$ cat src/rtl/vbls_pkg.sv
// ----------------------------------------------------------------------------
// vbls_pkg
// Shared types, codes and defaults of the blanking-line byte slicer.
// ----------------------------------------------------------------------------
package vbls_pkg;

	// Field widths
	localparam int PIX_W      = 8;
	localparam int THR_W      = 9;
	localparam int LIMIT_W    = 10;
	localparam int NBYTE_W    = 4;
	localparam int CFG_IDX_W  = 3;
	localparam int CFG_DATA_W = 10;
	localparam int SKIP_W     = 4;
	localparam int BIT_W      = 3;

	// Defaults
	localparam int PIXEL_BITS_DEF = 8;
	localparam int QUEUE_DEPTH    = 4;

	// Register reset values
	localparam logic [THR_W-1:0]   THR_RST   = 9'h070;
	localparam logic [PIX_W-1:0]   BLACK_RST = 8'h20;
	localparam logic [PIX_W-1:0]   WHITE_RST = 8'h30;
	localparam logic [LIMIT_W-1:0] LIMIT_RST = 10'd200;
	localparam logic [NBYTE_W-1:0] NBYTE_RST = 4'd11;

	// Framing distances
	localparam logic [SKIP_W-1:0] SKIP_LINE  = 4'd9;
	localparam logic [SKIP_W-1:0] SKIP_MARK  = 4'd12;
	localparam logic [SKIP_W-1:0] SKIP_FIRST = 4'd6;
	localparam logic [SKIP_W-1:0] SKIP_BIT   = 4'd4;
	localparam logic [SKIP_W-1:0] SKIP_TAIL  = 4'd3;

	// Register indexes
	localparam logic [CFG_IDX_W-1:0] CFG_BIT_THRESHOLD  = 3'd0;
	localparam logic [CFG_IDX_W-1:0] CFG_BLACK_LEVEL    = 3'd1;
	localparam logic [CFG_IDX_W-1:0] CFG_WHITE_LEVEL    = 3'd2;
	localparam logic [CFG_IDX_W-1:0] CFG_SEARCH_LIMIT   = 3'd3;
	localparam logic [CFG_IDX_W-1:0] CFG_BYTES_PER_LINE = 3'd4;

	typedef enum logic [1:0] {
		ST_DATA      = 2'd0,
		ST_LINE_DONE = 2'd1,
		ST_MARK_TO   = 2'd2,
		ST_SYNC_TO   = 2'd3
	} status_t;

	typedef enum logic [2:0] {
		PH_IDLE,
		PH_SKIP_MARK,
		PH_SEARCH_MARK,
		PH_SKIP_SYNC,
		PH_SEARCH_SYNC,
		PH_BIT_WAIT,
		PH_BIT_FIRST,
		PH_BIT_SECOND
	} phase_t;

	typedef struct packed {
		status_t             status;
		logic [7:0]          byte_value;
		logic [NBYTE_W-1:0]  byte_index;
		logic                last;
	} res_t;

endpackage

$ cat src/rtl/vbls_front.sv
// ----------------------------------------------------------------------------
// vbls_front
// Line framing and bit slicing: one pixel per accepted transaction, at most
// one result per pixel. Also holds the configuration registers.
// ----------------------------------------------------------------------------
module vbls_front
	import vbls_pkg::*;
#(
	parameter int PIXEL_BITS = PIXEL_BITS_DEF
) (
	input  logic                  clk,
	input  logic                  arst_n,
	input  logic                  cfg_we,
	input  logic [CFG_IDX_W-1:0]  cfg_index,
	input  logic [CFG_DATA_W-1:0] cfg_data,
	input  logic                  in_accept,
	input  logic [PIX_W-1:0]      pixel,
	input  logic                  line_start,
	output logic                  res_valid,
	output res_t                  res
);

	localparam int PB = (PIXEL_BITS < PIX_W) ? PIXEL_BITS : PIX_W;

	logic [THR_W-1:0]   thr_q;
	logic [PIX_W-1:0]   black_q;
	logic [PIX_W-1:0]   white_q;
	logic [LIMIT_W-1:0] limit_q;
	logic [NBYTE_W-1:0] nbyte_q;

	phase_t             phase_q, phase_d;
	logic [SKIP_W-1:0]  skip_q, skip_d;
	logic [LIMIT_W-1:0] search_q, search_d;
	logic [BIT_W-1:0]   bit_q, bit_d;
	logic [NBYTE_W-1:0] byte_q, byte_d;
	logic [7:0]         shift_q, shift_d;
	logic [PIX_W-1:0]   first_q, first_d;

	logic [PIX_W-1:0]   pix;
	logic [LIMIT_W-1:0] search_inc;
	logic               timeout;
	logic               mark_hit;
	logic               sync_hit;
	logic               bit_one;
	logic [THR_W-1:0]   pair_sum;
	logic [7:0]         shift_new;

	always_ff @(posedge clk or negedge arst_n) begin
		if (!arst_n) begin
			thr_q   <= THR_RST;
			black_q <= BLACK_RST;
			white_q <= WHITE_RST;
			limit_q <= LIMIT_RST;
			nbyte_q <= NBYTE_RST;
		end else if (cfg_we) begin
			unique case (cfg_index)
				CFG_BIT_THRESHOLD:  thr_q   <= cfg_data[THR_W-1:0];
				CFG_BLACK_LEVEL:    black_q <= cfg_data[PIX_W-1:0];
				CFG_WHITE_LEVEL:    white_q <= cfg_data[PIX_W-1:0];
				CFG_SEARCH_LIMIT:   limit_q <= cfg_data[LIMIT_W-1:0];
				CFG_BYTES_PER_LINE: nbyte_q <= cfg_data[NBYTE_W-1:0];
				default: ;
			endcase
		end
	end

	assign pix        = PIX_W'(pixel[PB-1:0]);
	assign search_inc = search_q + LIMIT_W'(1);
	assign timeout    = (search_inc >= limit_q);
	assign mark_hit   = (pix <= white_q);
	assign sync_hit   = (pix >= black_q);
	assign pair_sum   = THR_W'(first_q) + THR_W'(pix);
	assign bit_one    = (pair_sum > thr_q);
	assign shift_new  = shift_q | (bit_one ? (8'd1 << bit_q) : 8'd0);

	// Next state
	always_comb begin
		phase_d  = phase_q;
		skip_d   = skip_q;
		search_d = search_q;
		bit_d    = bit_q;
		byte_d   = byte_q;
		shift_d  = shift_q;
		first_d  = first_q;
		if (line_start) begin
			phase_d  = PH_SKIP_MARK;
			skip_d   = SKIP_LINE;
			search_d = '0;
			bit_d    = '0;
			byte_d   = '0;
			shift_d  = '0;
			first_d  = '0;
		end else begin
			unique case (phase_q)
				PH_SKIP_MARK, PH_SKIP_SYNC, PH_BIT_WAIT: begin
					if (skip_q <= SKIP_W'(1)) begin
						skip_d   = '0;
						search_d = '0;
						unique case (phase_q)
							PH_SKIP_MARK: phase_d = PH_SEARCH_MARK;
							PH_SKIP_SYNC: phase_d = PH_SEARCH_SYNC;
							default:      phase_d = PH_BIT_FIRST;
						endcase
					end else begin
						skip_d = skip_q - SKIP_W'(1);
					end
				end
				PH_SEARCH_MARK: begin
					search_d = search_inc;
					if (timeout) begin
						phase_d = PH_IDLE;
					end else if (mark_hit) begin
						skip_d  = SKIP_MARK;
						phase_d = PH_SKIP_SYNC;
					end
				end
				PH_SEARCH_SYNC: begin
					search_d = search_inc;
					if (timeout) begin
						phase_d = PH_IDLE;
					end else if (sync_hit) begin
						if (byte_q >= nbyte_q) begin
							phase_d = PH_IDLE;
						end else begin
							skip_d  = SKIP_FIRST;
							bit_d   = '0;
							shift_d = '0;
							phase_d = PH_BIT_WAIT;
						end
					end
				end
				PH_BIT_FIRST: begin
					first_d = pix;
					phase_d = PH_BIT_SECOND;
				end
				PH_BIT_SECOND: begin
					shift_d = shift_new;
					if (bit_q == BIT_W'(7)) begin
						byte_d  = byte_q + NBYTE_W'(1);
						bit_d   = '0;
						skip_d  = SKIP_TAIL;
						phase_d = PH_SKIP_SYNC;
					end else begin
						bit_d   = bit_q + BIT_W'(1);
						skip_d  = SKIP_BIT;
						phase_d = PH_BIT_WAIT;
					end
				end
				default: ;
			endcase
		end
	end

	// Result
	always_comb begin
		res_valid      = 1'b0;
		res.status     = ST_DATA;
		res.byte_value = '0;
		res.byte_index = '0;
		res.last       = 1'b0;
		if (in_accept && !line_start) begin
			unique case (phase_q)
				PH_SEARCH_MARK: begin
					if (timeout) begin
						res_valid  = 1'b1;
						res.status = ST_MARK_TO;
						res.last   = 1'b1;
					end
				end
				PH_SEARCH_SYNC: begin
					if (timeout) begin
						res_valid  = 1'b1;
						res.status = ST_SYNC_TO;
						res.last   = 1'b1;
					end else if (sync_hit && byte_q >= nbyte_q) begin
						res_valid  = 1'b1;
						res.status = ST_LINE_DONE;
						res.last   = 1'b1;
					end
				end
				PH_BIT_SECOND: begin
					if (bit_q == BIT_W'(7)) begin
						res_valid      = 1'b1;
						res.byte_value = shift_new;
						res.byte_index = byte_q;
					end
				end
				default: ;
			endcase
		end
	end

	always_ff @(posedge clk or negedge arst_n) begin
		if (!arst_n) begin
			phase_q  <= PH_IDLE;
			skip_q   <= '0;
			search_q <= '0;
			bit_q    <= '0;
			byte_q   <= '0;
			shift_q  <= '0;
			first_q  <= '0;
		end else if (in_accept) begin
			phase_q  <= phase_d;
			skip_q   <= skip_d;
			search_q <= search_d;
			bit_q    <= bit_d;
			byte_q   <= byte_d;
			shift_q  <= shift_d;
			first_q  <= first_d;
		end
	end

endmodule

$ cat src/rtl/vbls_queue.sv
// ----------------------------------------------------------------------------
// vbls_queue
// Short result queue between the slicer and the output stage.
// ----------------------------------------------------------------------------
module vbls_queue
	import vbls_pkg::*;
#(
	parameter int DEPTH = QUEUE_DEPTH
) (
	input  logic clk,
	input  logic arst_n,
	input  logic push,
	input  res_t push_data,
	input  logic pop,
	output logic full,
	output logic not_empty,
	output res_t head
);

	localparam int PTR_W = (DEPTH > 1) ? $clog2(DEPTH) : 1;
	localparam int CNT_W = $clog2(DEPTH + 1);
	localparam logic [PTR_W-1:0] PTR_LAST = PTR_W'(DEPTH - 1);
	localparam logic [CNT_W-1:0] CNT_FULL = CNT_W'(DEPTH);

	res_t             mem_q [DEPTH];
	logic [PTR_W-1:0] wr_q, rd_q;
	logic [CNT_W-1:0] cnt_q;
	logic             do_push, do_pop;

	assign full      = (cnt_q == CNT_FULL);
	assign not_empty = (cnt_q != '0);
	assign head      = mem_q[rd_q];
	assign do_push   = push && !full;
	assign do_pop    = pop && not_empty;

	always_ff @(posedge clk) begin
		if (do_push) begin
			mem_q[wr_q] <= push_data;
		end
	end

	always_ff @(posedge clk or negedge arst_n) begin
		if (!arst_n) begin
			wr_q  <= '0;
			rd_q  <= '0;
			cnt_q <= '0;
		end else begin
			if (do_push) begin
				wr_q <= (wr_q == PTR_LAST) ? '0 : wr_q + PTR_W'(1);
			end
			if (do_pop) begin
				rd_q <= (rd_q == PTR_LAST) ? '0 : rd_q + PTR_W'(1);
			end
			if (do_push && !do_pop) begin
				cnt_q <= cnt_q + CNT_W'(1);
			end else if (do_pop && !do_push) begin
				cnt_q <= cnt_q - CNT_W'(1);
			end
		end
	end

`ifndef SYNTHESIS
	a_no_push_full: assert property (@(posedge clk) disable iff (!arst_n)
		full |-> !push)
		else $error("result pushed into full queue");
	a_no_pop_empty: assert property (@(posedge clk) disable iff (!arst_n)
		!not_empty |-> !pop)
		else $error("pop from empty queue");
	a_cnt_track: assert property (@(posedge clk) disable iff (!arst_n)
		(push && !pop && !full) |=> (cnt_q == $past(cnt_q) + CNT_W'(1)))
		else $error("queue count lost a push");
`endif

endmodule

$ cat src/rtl/vbls_back.sv
// ----------------------------------------------------------------------------
// vbls_back
// Output register: pulls results from the queue and holds them until taken.
// ----------------------------------------------------------------------------
module vbls_back
	import vbls_pkg::*;
(
	input  logic clk,
	input  logic arst_n,
	input  logic q_not_empty,
	input  res_t q_head,
	output logic q_pop,
	output logic out_valid,
	input  logic out_ready,
	output res_t out_res
);

	logic valid_q;
	res_t res_q;

	// Refill when empty or when the held result leaves this cycle
	assign q_pop     = q_not_empty && (!valid_q || out_ready);
	assign out_valid = valid_q;
	assign out_res   = res_q;

	always_ff @(posedge clk or negedge arst_n) begin
		if (!arst_n) begin
			valid_q <= 1'b0;
		end else if (!valid_q || out_ready) begin
			valid_q <= q_not_empty;
		end
	end

	always_ff @(posedge clk) begin
		if (q_pop) begin
			res_q <= q_head;
		end
	end

endmodule

$ cat src/rtl/vbli_line_byte_slicer_top.sv
// ----------------------------------------------------------------------------
// vbi_line_byte_slicer_top
// Slices the data bytes out of one blanking line of pixel samples.
// ----------------------------------------------------------------------------
// Usage:
//   Feed one pixel per transaction on s_axis; tuser marks the first pixel of
//   a line and restarts framing. Results leave on m_axis: a status code, the
//   byte value and its index in tdata, tlast set on the final result of a
//   line (line complete or a search timeout). Pixels outside a line give no
//   result.
//   Throughput: one pixel per cycle while s_axis_tready is high, set by the
//   framing state machine in the front end. A result caused by an accepted
//   pixel passes the result queue and the output register to reach m_axis.
//   A four-entry result queue and an output register decouple the two sides;
//   s_axis_tready drops only when the queue is full, i.e. after the receiver
//   has stalled for several results.
//   Reset clears framing state, the queue and the output stage and loads the
//   register defaults. Write registers through cfg_we/cfg_index/cfg_data
//   while no line is in progress.
// ----------------------------------------------------------------------------
module vbi_line_byte_slicer_top
	import vbls_pkg::*;
#(
	parameter int PIXEL_BITS  = PIXEL_BITS_DEF,
	parameter int QUEUE_DEPTH_P = QUEUE_DEPTH
) (
	input  logic                  clk,
	input  logic                  arst_n,
	input  logic                  cfg_we,
	input  logic [CFG_IDX_W-1:0]  cfg_index,
	input  logic [CFG_DATA_W-1:0] cfg_data,
	input  logic                  s_axis_tvalid,
	output logic                  s_axis_tready,
	input  logic [7:0]            s_axis_tdata,  // [7:0] pixel
	input  logic                  s_axis_tuser,  // [0] line_start
	output logic                  m_axis_tvalid,
	input  logic                  m_axis_tready,
	output logic [15:0]           m_axis_tdata,  // [1:0] status, [9:2] byte_value,
	                                             // [13:10] byte_index, [15:14] zero
	output logic                  m_axis_tlast   // last
);

	logic in_accept;
	logic res_valid;
	res_t res;
	logic q_full, q_not_empty, q_pop;
	res_t q_head;
	res_t out_res;

	assign s_axis_tready = !q_full;
	assign in_accept     = s_axis_tvalid && s_axis_tready;

	vbls_front #(
		.PIXEL_BITS(PIXEL_BITS)
	) u_front (
		.clk       (clk),
		.arst_n    (arst_n),
		.cfg_we    (cfg_we),
		.cfg_index (cfg_index),
		.cfg_data  (cfg_data),
		.in_accept (in_accept),
		.pixel     (s_axis_tdata),
		.line_start(s_axis_tuser),
		.res_valid (res_valid),
		.res       (res)
	);

	vbls_queue #(
		.DEPTH(QUEUE_DEPTH_P)
	) u_queue (
		.clk      (clk),
		.arst_n   (arst_n),
		.push     (res_valid),
		.push_data(res),
		.pop      (q_pop),
		.full     (q_full),
		.not_empty(q_not_empty),
		.head     (q_head)
	);

	vbls_back u_back (
		.clk        (clk),
		.arst_n     (arst_n),
		.q_not_empty(q_not_empty),
		.q_head     (q_head),
		.q_pop      (q_pop),
		.out_valid  (m_axis_tvalid),
		.out_ready  (m_axis_tready),
		.out_res    (out_res)
	);

	assign m_axis_tdata = {2'b00, out_res.byte_index, out_res.byte_value, out_res.status};
	assign m_axis_tlast = out_res.last;

endmodule
$ cat config.mk
export PLATFORM = sky130hd
export DESIGN_NAME = vbi_line_byte_slicer_top
export DESIGN_NICKNAME = d
export VERILOG_FILES = /design/src/rtl/vbls_pkg.sv /design/src/rtl/vbls_front.sv /design/src/rtl/vbls_queue.sv /design/src/rtl/vbls_back.sv /design/src/rtl/vbli_line_byte_slicer_top.sv
export SDC_FILE = /design/constraint.sdc
export NUM_CORES = 1
export LEC_CHECK = 0
export ABC_AREA = 1
export BUFFER_PORTS_ARGS = -buffer_cell sky130_fd_sc_hd__buf_4
export CAP_MARGIN = 5
export CORE_ASPECT_RATIO = 0.8
export CORE_UTILIZATION = 40
export DETAILED_ROUTE_END_ITERATION = 8
export PLACE_DENSITY = 0.55
export SYNTH_ARGS = -nofsm -noshare
export SYNTH_HDL_FRONTEND = slang
export SYNTH_SLANG_ARGS = --single-unit
$ cat constraint.sdc
create_clock -name clk -period 6.7 [get_ports clk]
set_clock_uncertainty 0.15 [all_clocks]
set_input_delay 0.67 -clock clk [delete_from_list [all_inputs] [get_ports clk]]
set_output_delay 0.67 -clock clk [all_outputs]
set_load 0.01 [all_outputs]
==> impl_results.html, run 1 <==
<table>
<tr><th>Metric</th><th>Value</th></tr>
<tr><th colspan="2">Logic synthesis</th></tr>
<tr><td>Dominant synthesized flop cell</td><td>sky130_fd_sc_hd__edfxtp_1</td></tr>
<tr><td>Share of flip-flops with an asynchronous set or reset</td><td>53.70%</td></tr>
<tr><td>Leading cell type by number of instances after synthesis</td><td>sky130_fd_sc_hd__nand2_1</td></tr>
<tr><td>Mapped Area</td><td>0.008443 mm²</td></tr>
<tr><td>Post-synth EDFFs</td><td>75</td></tr>
<tr><td>Number of synthesis warnings</td><td>0</td></tr>
<tr><td>Commonest cells in the synthesized netlist</td><td>sky130_fd_sc_hd__nand2_1 (166), sky130_fd_sc_hd__inv_1 (125), sky130_fd_sc_hd__o21ai_0 (99)</td></tr>
<tr><td>Register bit total from synthesis</td><td>162</td></tr>
<tr><td>Synthesized area per cell</td><td>9.340 µm²</td></tr>
<tr><td>Register area share after synthesis</td><td>52.64%</td></tr>
<tr><td>Cell types with the largest area share after synthesis</td><td>sky130_fd_sc_hd__edfxtp_1 (27%), sky130_fd_sc_hd__dfrtp_1 (22%), sky130_fd_sc_hd__ha_1 (9.3%), sky130_fd_sc_hd__nand2_1 (7.4%), sky130_fd_sc_hd__o21ai_0 (5.9%)</td></tr>
<tr><td>Post-Synthesis Cells</td><td>904</td></tr>
<tr><td>Proportion of netlist area held by the largest area contributor</td><td>26.67%</td></tr>
<tr><td>Cell taking the most area after synthesis</td><td>sky130_fd_sc_hd__edfxtp_1</td></tr>
<tr><td>Netlist cell types</td><td>42</td></tr>
<tr><th colspan="2">Global route</th></tr>
<tr><td>First-pass GRT wire length</td><td>31,110 µm</td></tr>
<tr><td>Maximum number of pins on one net before global-route repair</td><td>68</td></tr>
<tr><td>Via count of the first global-routing pass</td><td>5,742</td></tr>
<tr><td>Remaining global-route overflow</td><td>0</td></tr>
<tr><td>Initial antenna violation count</td><td>0</td></tr>
<tr><td>Overall routing resource usage</td><td>18.66%</td></tr>
<tr><th colspan="2">Route</th></tr>
<tr><td>Count of TritonRoute iterations in the first routing pass</td><td>5</td></tr>
<tr><td>Vias</td><td>5,995</td></tr>
<tr><td>Routed wire length</td><td>18,640 µm</td></tr>
<tr><td>Average vias per placed instance</td><td>4.862</td></tr>
<tr><td>DRT antenna net count</td><td>0</td></tr>
<tr><td>Wirelength per Cell</td><td>15.12 µm</td></tr>
<tr><td>Number of remaining DRC errors</td><td>0</td></tr>
<tr><td>Detailed router's first-iteration violation count</td><td>424</td></tr>
<tr><th colspan="2">Power</th></tr>
<tr><td>Sequential cell fraction of total power</td><td>42.4%</td></tr>
<tr><td>Clock Power Share</td><td>30.5%</td></tr>
<tr><td>Part of the total power dissipated in combinational logic</td><td>27.1%</td></tr>
<tr><td>Net switching component of the power</td><td>0.001100 W</td></tr>
<tr><td>Switching share of total power</td><td>34.61%</td></tr>
<tr><td>Internal power consumption</td><td>0.002079 W</td></tr>
<tr><td>Peak ir drop on the vdd network</td><td>0.0001999 V</td></tr>
<tr><td>Leakage power figure</td><td>4.370 nW</td></tr>
<tr><td>Power density over cell area</td><td>330.5 mW/mm²</td></tr>
<tr><th colspan="2">Setup path</th></tr>
<tr><td>Number of cell instances on the worst register-to-register path</td><td>20</td></tr>
<tr><td>CP Capture Point</td><td>u_queue.mem_q[3][8]</td></tr>
<tr><td>Critical Path Start</td><td>u_front.search_q[0]</td></tr>
<tr><td>Kind of capture point of the worst setup path</td><td>register</td></tr>
<tr><td>Category of the worst setup path launch point</td><td>register</td></tr>
<tr><td>Startpoint of the lowest-slack register-to-register path</td><td>u_front.search_q[0]</td></tr>
<tr><td>Startpoint-to-endpoint class of the critical path</td><td>reg2reg</td></tr>
<tr><td>Register-to-register setup slack</td><td>2.61 ns</td></tr>
<tr><td>Data required time at the worst endpoint</td><td>6.68 ns</td></tr>
<tr><td>Arr. time, crit path</td><td>4.07 ns</td></tr>
<tr><td>Crit-path max FO</td><td>8</td></tr>
<tr><td>Crit Reg-Reg Endpoint</td><td>u_queue.mem_q[3][8]</td></tr>
<tr><th colspan="2">STA</th></tr>
<tr><td>Slew headroom</td><td>23.25%</td></tr>
<tr><td>Final setup fails</td><td>0</td></tr>
<tr><td>Final period demand of the worst path</td><td>4.090 ns</td></tr>
<tr><td>Final hold viol count</td><td>0</td></tr>
<tr><td>Post-route setup TNS</td><td>0 ns</td></tr>
<tr><td>Actual transition at the worst max-transition pin</td><td>1.148 ns</td></tr>
<tr><td>Unrepaired setup endpoints after global routing</td><td>false</td></tr>
<tr><td>Count of pins over their slew limit</td><td>0</td></tr>
<tr><td>Period utilization</td><td>61.05%</td></tr>
<tr><td>Maximum clock rate</td><td>244.5 MHz</td></tr>
<tr><th colspan="2">Cells and area</th></tr>
<tr><td>Post-route cell area</td><td>0.009620 mm²</td></tr>
<tr><td>Final-stage net count</td><td>1,043</td></tr>
<tr><td>Antenna diodes</td><td>0</td></tr>
<tr><td>Fillers</td><td>1,995</td></tr>
<tr><td>Area Overhead vs Synth</td><td>13.94%</td></tr>
<tr><td>Final Util</td><td>46.48%</td></tr>
<tr><td>Fraction of final layout cells with drive strength greater than 1</td><td>13.07%</td></tr>
<tr><th colspan="2">CTS</th></tr>
<tr><td>Inserted Clock Buffers</td><td>17</td></tr>
<tr><td>Clock-pin transition on the worst setup and hold timing paths</td><td>0.07 ns</td></tr>
<tr><td>Insertion delay to the later sink of the worst-skew pair</td><td>0.43 ns</td></tr>
<tr><td>Number of H-tree levels</td><td>4</td></tr>
<tr><td>CTS max path bufs</td><td>2</td></tr>
<tr><td>Number of clock sinks seen by CTS</td><td>162</td></tr>
<tr><td>Number of buffers inserted by post-CTS setup repair</td><td>0</td></tr>
<tr><td>CTS tree</td><td>built</td></tr>
<tr><td>CTS Root Cell</td><td>sky130_fd_sc_hd__clkbuf_16</td></tr>
<tr><th colspan="2">Run</th></tr>
<tr><td>Max-capacitance violation count</td><td>0</td></tr>
<tr><th colspan="2">Floorplanning</th></tr>
<tr><td>Chip height</td><td>131.9 µm</td></tr>
<tr><td>Floorplan die area</td><td>0.02170 mm²</td></tr>
<tr><td>Number of primary I/O pins</td><td>46</td></tr>
<tr><td>Starting density of the core</td><td>40.79%</td></tr>
<tr><td>Row count</td><td>47</td></tr>
<tr><td>Core Box Area</td><td>0.02070 mm²</td></tr>
<tr><td>Die X</td><td>164.4 µm</td></tr>
<tr><th colspan="2">Place</th></tr>
<tr><td>Placement Cell Area</td><td>0.009036 mm²</td></tr>
<tr><td>Buffers on Ports</td><td>43</td></tr>
<tr><td>Total half-perimeter wirelength after legalization and detailed placement</td><td>13,110 µm</td></tr>
<tr><td>Routability congestion estimate from global placement</td><td>0.7911</td></tr>
<tr><th colspan="2">Status</th></tr>
<tr><td>Run status</td><td>finished, final reports clean</td></tr>
<tr><th colspan="2">Min path</th></tr>
<tr><td>Hold crit path type</td><td>in2reg</td></tr>
</table>
[power groups by stage]
| stage | registers [W] | logic (W) | clock network, W |
|---|---|---|---|
| after detailed placement | 0.00137 | 0.000869 | 0 |
| after global routing | 0.00137 | 0.00100 | 0.00103 |
| after CTS | 0.00135 | 0.000874 | 0.000986 |
| after floorplan | 0.00134 | 0.000608 | 0 |
| after global placement | 0.00136 | 0.000862 | 0 |
| final | 0.00135 | 0.000863 | 0.000969 |
[worst min path at each step]
stage	from	to	slack, ns	cells after the start
CTS	m_axis_tready	u_back.out_valid	0.26	2
detailed placement	u_front.shift_q[2]	u_front.shift_q[2]	0.32	2
global placement	u_front.shift_q[3]	u_front.shift_q[3]	0.32	2
finish	m_axis_tready	u_back.out_valid	0.27	2
floorplan	arst_n	u_back.out_valid	0.22	0
global route	m_axis_tready	u_back.out_valid	0.26	2
[placed cells by master, fill, tap and decap left out, types with 5 or more instances in the layout]
cell                        instances
sky130_fd_sc_hd__ha_1              63
sky130_fd_sc_hd__o21ai_2            9
sky130_fd_sc_hd__a21oi_1           36
sky130_fd_sc_hd__nor2_1            81
sky130_fd_sc_hd__dfstp_2           12
sky130_fd_sc_hd__dfrtp_1           75
sky130_fd_sc_hd__xor2_1            11
sky130_fd_sc_hd__o21ai_0           99
sky130_fd_sc_hd__nand2_1          166
sky130_fd_sc_hd__inv_1            125
sky130_fd_sc_hd__edfxtp_1          75
sky130_fd_sc_hd__clkbuf_16         17
sky130_fd_sc_hd__nor2_2             5
sky130_fd_sc_hd__buf_4             49
sky130_fd_sc_hd__nand3b_1           8
sky130_fd_sc_hd__inv_2              6
sky130_fd_sc_hd__nand3_1           48
sky130_fd_sc_hd__o22ai_1           22
[registers in the layout (all words and copies together) (netlist names), 3 cells and up]
signal	count
u_back.out_res	15
u_front.bit_q	3
u_front.black_q	8
u_front.byte_q	4
u_front.first_q	8
u_front.limit_q	10
u_front.nbyte_q	4
u_front.phase_q	3
u_front.search_q	10
u_front.shift_q	8
u_front.skip_q	4
u_front.thr_q	9
u_front.white_q	8
u_queue.cnt_q	3
u_queue.mem_q	60
[metrics by stage]
stage / worst slack, ns / hold WS [ns] / power, W / std cells
3_3_place_gp: 2.761 / 0.3164 / 0.002226 / 1200
6_report: 2.610 / 0.2732 / 0.003179 / 1233
4_1_cts: 2.628 / 0.2617 / 0.003209 / 1233
3_5_place_dp: 2.656 / 0.3184 / 0.002236 / 1200
2_1_floorplan: 3.197 / 0.2244 / 0.001949 / 905
5_1_grt: 2.167 / 0.2633 / 0.003406 / 1233
[worst max-delay path: stages (launching register included)]
cell,delay [ns]
sky130_fd_sc_hd__dfrtp_1,0.41
sky130_fd_sc_hd__nand3_1,0.14
sky130_fd_sc_hd__nor2_1,0.15
sky130_fd_sc_hd__nand3_1,0.12
sky130_fd_sc_hd__nor2_1,0.13
sky130_fd_sc_hd__nand2_1,0.09
sky130_fd_sc_hd__nor2_1,0.12
sky130_fd_sc_hd__xor2_1,0.20
sky130_fd_sc_hd__inv_1,0.06
sky130_fd_sc_hd__ha_1,0.29
sky130_fd_sc_hd__nand2_1,0.07
sky130_fd_sc_hd__nor2_1,0.17
sky130_fd_sc_hd__nand2_1,0.07
sky130_fd_sc_hd__a21oi_1,0.12
sky130_fd_sc_hd__nor2_1,0.10
sky130_fd_sc_hd__nand2_1,0.07
sky130_fd_sc_hd__nand2_1,0.09
sky130_fd_sc_hd__nand3_2,0.13
sky130_fd_sc_hd__nand2_2,0.12
sky130_fd_sc_hd__nor2_1,0.65
sky130_fd_sc_hd__buf_4,0.31
[cell families (layout without fill, tap and decap cells)]
kind of cell	count (synthesis)	after routing	synth area share, %
compound gates	181	181	11.91
flops	162	162	52.64
simple gates	326	326	16.82
other cells	1	2	0.04441
xor+xnor	14	14	1.452
fa+ha+maj	65	65	9.810
buf+inv	155	214	7.321
[layer usage]
layer	GRT usage [%]	up-vias	part of all wire, %
met5	0	-	0
met4	4.179	0	0.74
met3	3.838	9	3.8
met2	25.41	95	41
met1	29.88	2785	54
li1	-	3106	-
[layout make-up]
cell class              count  area [µm²]  share of cell area, %
inverters                 132       496.7                  5.163
multi-input cells         588        3391                  35.25
well taps                 269       336.6                  3.499
flip-flops and latches    162        4444                  46.20
clock inverters            14       145.1                  1.509
clock buffers              18       429.2                  4.461
repair buffers             50       377.9                  3.928
[what timing repair did]
item                                   CTS  global route
endpoints found under the hold margin   20             0
gates resized for setup                  0             0
hold buffers                             1             0
(Power assumes the default switching activity.)
==> run 2, diff against run 1 <==
Clock period 6.7 ns to 3.8 ns, I/O delays scaled along.
==> run 2 against run 1 <==
Sequential share of layout area is 1.1 points lower. Final area is 2.4% higher. Cell count is 1.1% higher. Combinational power is 89% higher. Non-clock buffer count is 13 higher. Via count is 2.2% higher. Routed wire length is 0.56% higher. Critical path depth is 5 higher. Count of clock-buffer cells in the layout is 1 lower. First-iteration DRC count is 7.3% higher. Critical endpoint is now u_queue.cnt_q[2]. Fmax is 17% higher. Worst hold slack worse by 0.22 ns.
==> impl_results.html, run 2 (same netlist as run 1, synthesis figures left out) <==
<table>
<tr><th>Metric</th><th>Value</th></tr>
<tr><th colspan="2">Global route</th></tr>
<tr><td>Remaining global-route overflow</td><td>0 (unchanged)</td></tr>
<tr><td>Maximum number of pins on one net before global-route repair</td><td>40 (was 68)</td></tr>
<tr><td>Via count of the first global-routing pass</td><td>5,861 (was 5,742)</td></tr>
<tr><td>Overall routing resource usage</td><td>18.66% (about the same)</td></tr>
<tr><td>First-pass GRT wire length</td><td>30,970 µm (was 31,110 µm)</td></tr>
<tr><td>Initial antenna violation count</td><td>0 (unchanged)</td></tr>
<tr><th colspan="2">Place</th></tr>
<tr><td>Routability congestion estimate from global placement</td><td>0.7908 (was 0.7911)</td></tr>
<tr><td>Total half-perimeter wirelength after legalization and detailed placement</td><td>13,150 µm (was 13,110 µm)</td></tr>
<tr><td>Buffers on Ports</td><td>43 (unchanged)</td></tr>
<tr><th colspan="2">Route</th></tr>
<tr><td>Met3 wirelength from detailed routing</td><td>718 µm (was 702 µm)</td></tr>
<tr><td>Average vias per placed instance</td><td>4.918 (was 4.862)</td></tr>
<tr><td>Count of TritonRoute iterations in the first routing pass</td><td>6 (was 5)</td></tr>
<tr><td>DRT met1 WL</td><td>9996 µm (was 10,080 µm)</td></tr>
<tr><td>Routed wire length</td><td>18,750 µm (was 18,640 µm)</td></tr>
<tr><td>Highest metal used</td><td>met4 (unchanged)</td></tr>
<tr><td>DRT antenna net count</td><td>0 (unchanged)</td></tr>
<tr><td>Detailed router's first-iteration violation count</td><td>455 (was 424)</td></tr>
<tr><td>Wire length on met2</td><td>7913 µm (was 7723 µm)</td></tr>
<tr><td>Number of remaining DRC errors</td><td>0 (unchanged)</td></tr>
<tr><td>Wirelength per Cell</td><td>15.05 µm (was 15.12 µm)</td></tr>
<tr><td>Vias</td><td>6,128 (was 5,995)</td></tr>
<tr><th colspan="2">Cells and area</th></tr>
<tr><td>Fillers</td><td>1,972 (was 1,995)</td></tr>
<tr><td>Final-stage net count</td><td>1,056 (was 1,043)</td></tr>
<tr><td>Most frequent cells in the layout</td><td>sky130_fd_sc_hd__nand2_1 (164), sky130_fd_sc_hd__inv_1 (125), sky130_fd_sc_hd__o21ai_0 (98) (was sky130_fd_sc_hd__nand2_1 (166), sky130_fd_sc_hd__inv_1 (125), sky130_fd_sc_hd__o21ai_0 (99))</td></tr>
<tr><td>Top register by number of flip-flops</td><td>u_queue.mem_q (unchanged)</td></tr>
<tr><td>Fraction of final layout cells with drive strength greater than 1</td><td>16.07% (was 13.07%)</td></tr>
<tr><td>Area Overhead vs Synth</td><td>16.70% (was 13.94%)</td></tr>
<tr><td>Max FFs per register</td><td>60 (unchanged)</td></tr>
<tr><td>Storage element area</td><td>0.004444 mm² (unchanged)</td></tr>
<tr><td>Leading cell type in the layout, fill and taps excluded</td><td>sky130_fd_sc_hd__nand2_1 (unchanged)</td></tr>
<tr><td>Multi-input logic area</td><td>0.003486 mm² (was 0.003391 mm²)</td></tr>
<tr><td>Antenna diodes</td><td>0 (unchanged)</td></tr>
<tr><th colspan="2">Status</th></tr>
<tr><td>Run status</td><td>finished, final reports clean (unchanged)</td></tr>
<tr><th colspan="2">Setup path</th></tr>
<tr><td>Delay of the slowest critical-path stage</td><td>0.41 ns (was 0.65 ns)</td></tr>
<tr><td>Data required time at the worst endpoint</td><td>3.97 ns (was 6.68 ns)</td></tr>
<tr><td>Slowest CP cell</td><td>sky130_fd_sc_hd__dfrtp_1 (was sky130_fd_sc_hd__nor2_1)</td></tr>
<tr><td>Category of the worst setup path launch point</td><td>register (unchanged)</td></tr>
<tr><td>Arr. time, crit path</td><td>3.67 ns (was 4.07 ns)</td></tr>
<tr><td>Kind of capture point of the worst setup path</td><td>register (unchanged)</td></tr>
<tr><td>Startpoint-to-endpoint class of the critical path</td><td>reg2reg (unchanged)</td></tr>
<tr><td>Crit-path max FO</td><td>4 (was 8)</td></tr>
<tr><th colspan="2">CTS</th></tr>
<tr><td>Inserted Clock Buffers</td><td>17 (unchanged)</td></tr>
<tr><td>Insertion delay to the later sink of the worst-skew pair</td><td>0.44 ns (was 0.43 ns)</td></tr>
<tr><td>CTS tree</td><td>built (unchanged)</td></tr>
<tr><td>Number of H-tree levels</td><td>4 (unchanged)</td></tr>
<tr><td>Clock-pin transition on the worst setup and hold timing paths</td><td>0.07 ns (about the same)</td></tr>
<tr><td>Number of clock sinks seen by CTS</td><td>162 (unchanged)</td></tr>
<tr><td>CTS max path bufs</td><td>2 (unchanged)</td></tr>
<tr><td>CTS Root Cell</td><td>sky130_fd_sc_hd__clkbuf_16 (unchanged)</td></tr>
<tr><th colspan="2">STA</th></tr>
<tr><td>Final period demand of the worst path</td><td>3.508 ns (was 4.090 ns)</td></tr>
<tr><td>Actual transition at the worst max-transition pin</td><td>0.9307 ns (was 1.148 ns)</td></tr>
<tr><td>Period utilization</td><td>92.32% (was 61.05%)</td></tr>
<tr><td>Maximum clock rate</td><td>285.0 MHz (was 244.5 MHz)</td></tr>
<tr><td>Slew headroom</td><td>37.72% (was 23.25%)</td></tr>
<tr><td>Final setup fails</td><td>0 (unchanged)</td></tr>
<tr><td>Post-route setup TNS</td><td>0 ns (unchanged)</td></tr>
<tr><td>Final hold viol count</td><td>0 (unchanged)</td></tr>
<tr><td>Count of pins over their slew limit</td><td>0 (unchanged)</td></tr>
<tr><th colspan="2">Power</th></tr>
<tr><td>Final Total Pwr</td><td>0.005715 W (was 0.003179 W)</td></tr>
<tr><td>Power density over cell area</td><td>580.1 mW/mm² (was 330.5 mW/mm²)</td></tr>
<tr><td>Peak ir drop on the vdd network</td><td>0.0003376 V (was 0.0001999 V)</td></tr>
<tr><td>Leakage power figure</td><td>4.473 nW (was 4.370 nW)</td></tr>
<tr><th colspan="2">Floorplanning</th></tr>
<tr><td>Core Box Area</td><td>0.02070 mm² (unchanged)</td></tr>
<tr><td>Chip height</td><td>131.9 µm (unchanged)</td></tr>
<tr><td>Die X</td><td>164.4 µm (unchanged)</td></tr>
<tr><td>Number of primary I/O pins</td><td>46 (unchanged)</td></tr>
<tr><td>Starting density of the core</td><td>40.79% (unchanged)</td></tr>
<tr><td>Row count</td><td>47 (unchanged)</td></tr>
<tr><td>Floorplan die area</td><td>0.02170 mm² (unchanged)</td></tr>
<tr><th colspan="2">Min path</th></tr>
<tr><td>Hold crit path type</td><td>in2reg (unchanged)</td></tr>
<tr><th colspan="2">Run</th></tr>
<tr><td>Max-capacitance violation count</td><td>0 (unchanged)</td></tr>
</table>
[run 2: area by class of cell]
type | instances | area share, %
multi-input cells | 588 | 35.38
repair buffers | 63 | 4.851
inverters | 132 | 5.041
clock buffers | 17 | 4.317
clock inverters | 15 | 1.892
well taps | 269 | 3.416
flip-flops and latches | 162 | 45.10
[run 2: where the power goes]
group | internal, W | switching (W)
clock | 0.000948 | 0.000816
combinational | 0.000622 | 0.00100
sequential | 0.00215 | 0.000180
total | 0.00372 | 0.00200
[run 2: worst paths after layout]
path | start | end | slack (ns) | depth (start not counted)
max | u_front.search_q[2] | u_queue.cnt_q[2] | 0.29 | 25
max reg2reg | u_front.search_q[2] | u_queue.cnt_q[2] | 0.29 | 25
max in group asynchronous | arst_n | u_front.nbyte_q[1] | 2.34 | 3
min | cfg_data[9] | u_front.limit_q[9] | 0.05 | 3
min reg2reg | u_front.shift_q[3] | u_front.shift_q[3] | 0.33 | 2
min in group asynchronous | arst_n | u_front.limit_q[4] | 0.31 | 2
[run 2: stage by stage]
step	area [µm²]	cells	setup WS (ns)	utilization, %	hold WS (ns)
final	9853	1246	0.2917	47.60	0.05291
after global routing	9853	1246	-0.01995	47.60	0.06701
after CTS	9736	1243	0.02024	47.03	0.04143
after detailed placement	9104	1209	0.04284	43.98	0.2446
after global placement	9104	1209	0.1297	43.98	0.2439
after floorplan	8447	905	0.2970	-	-0.06559
[run 2: timing repair]
item / CTS / global route
endpoints found under the setup margin: 0 / 62
endpoints found under the hold margin: 35 / 0
buffers inserted: 0 / 3
resized for setup: 0 / 22
hold buffers: 2 / 0
[run 2: per-layer routing]
layer / up-vias / global-route usage [%]
li1: 3134 / -
met1: 2882 / 28.42
met2: 102 / 26.91
met5: - / 0
met3: 10 / 3.901
met4: 0 / 4.485
[run 2: worst max-delay path: cells and delay by family, from the launching register on]
kind / cells / cell delay, ns
simple gates: 14 / 1.24
fa+ha+maj: 3 / 0.74
flops: 1 / 0.41
xor+xnor: 2 / 0.33
compound gates: 3 / 0.32
buf+inv: 3 / 0.21
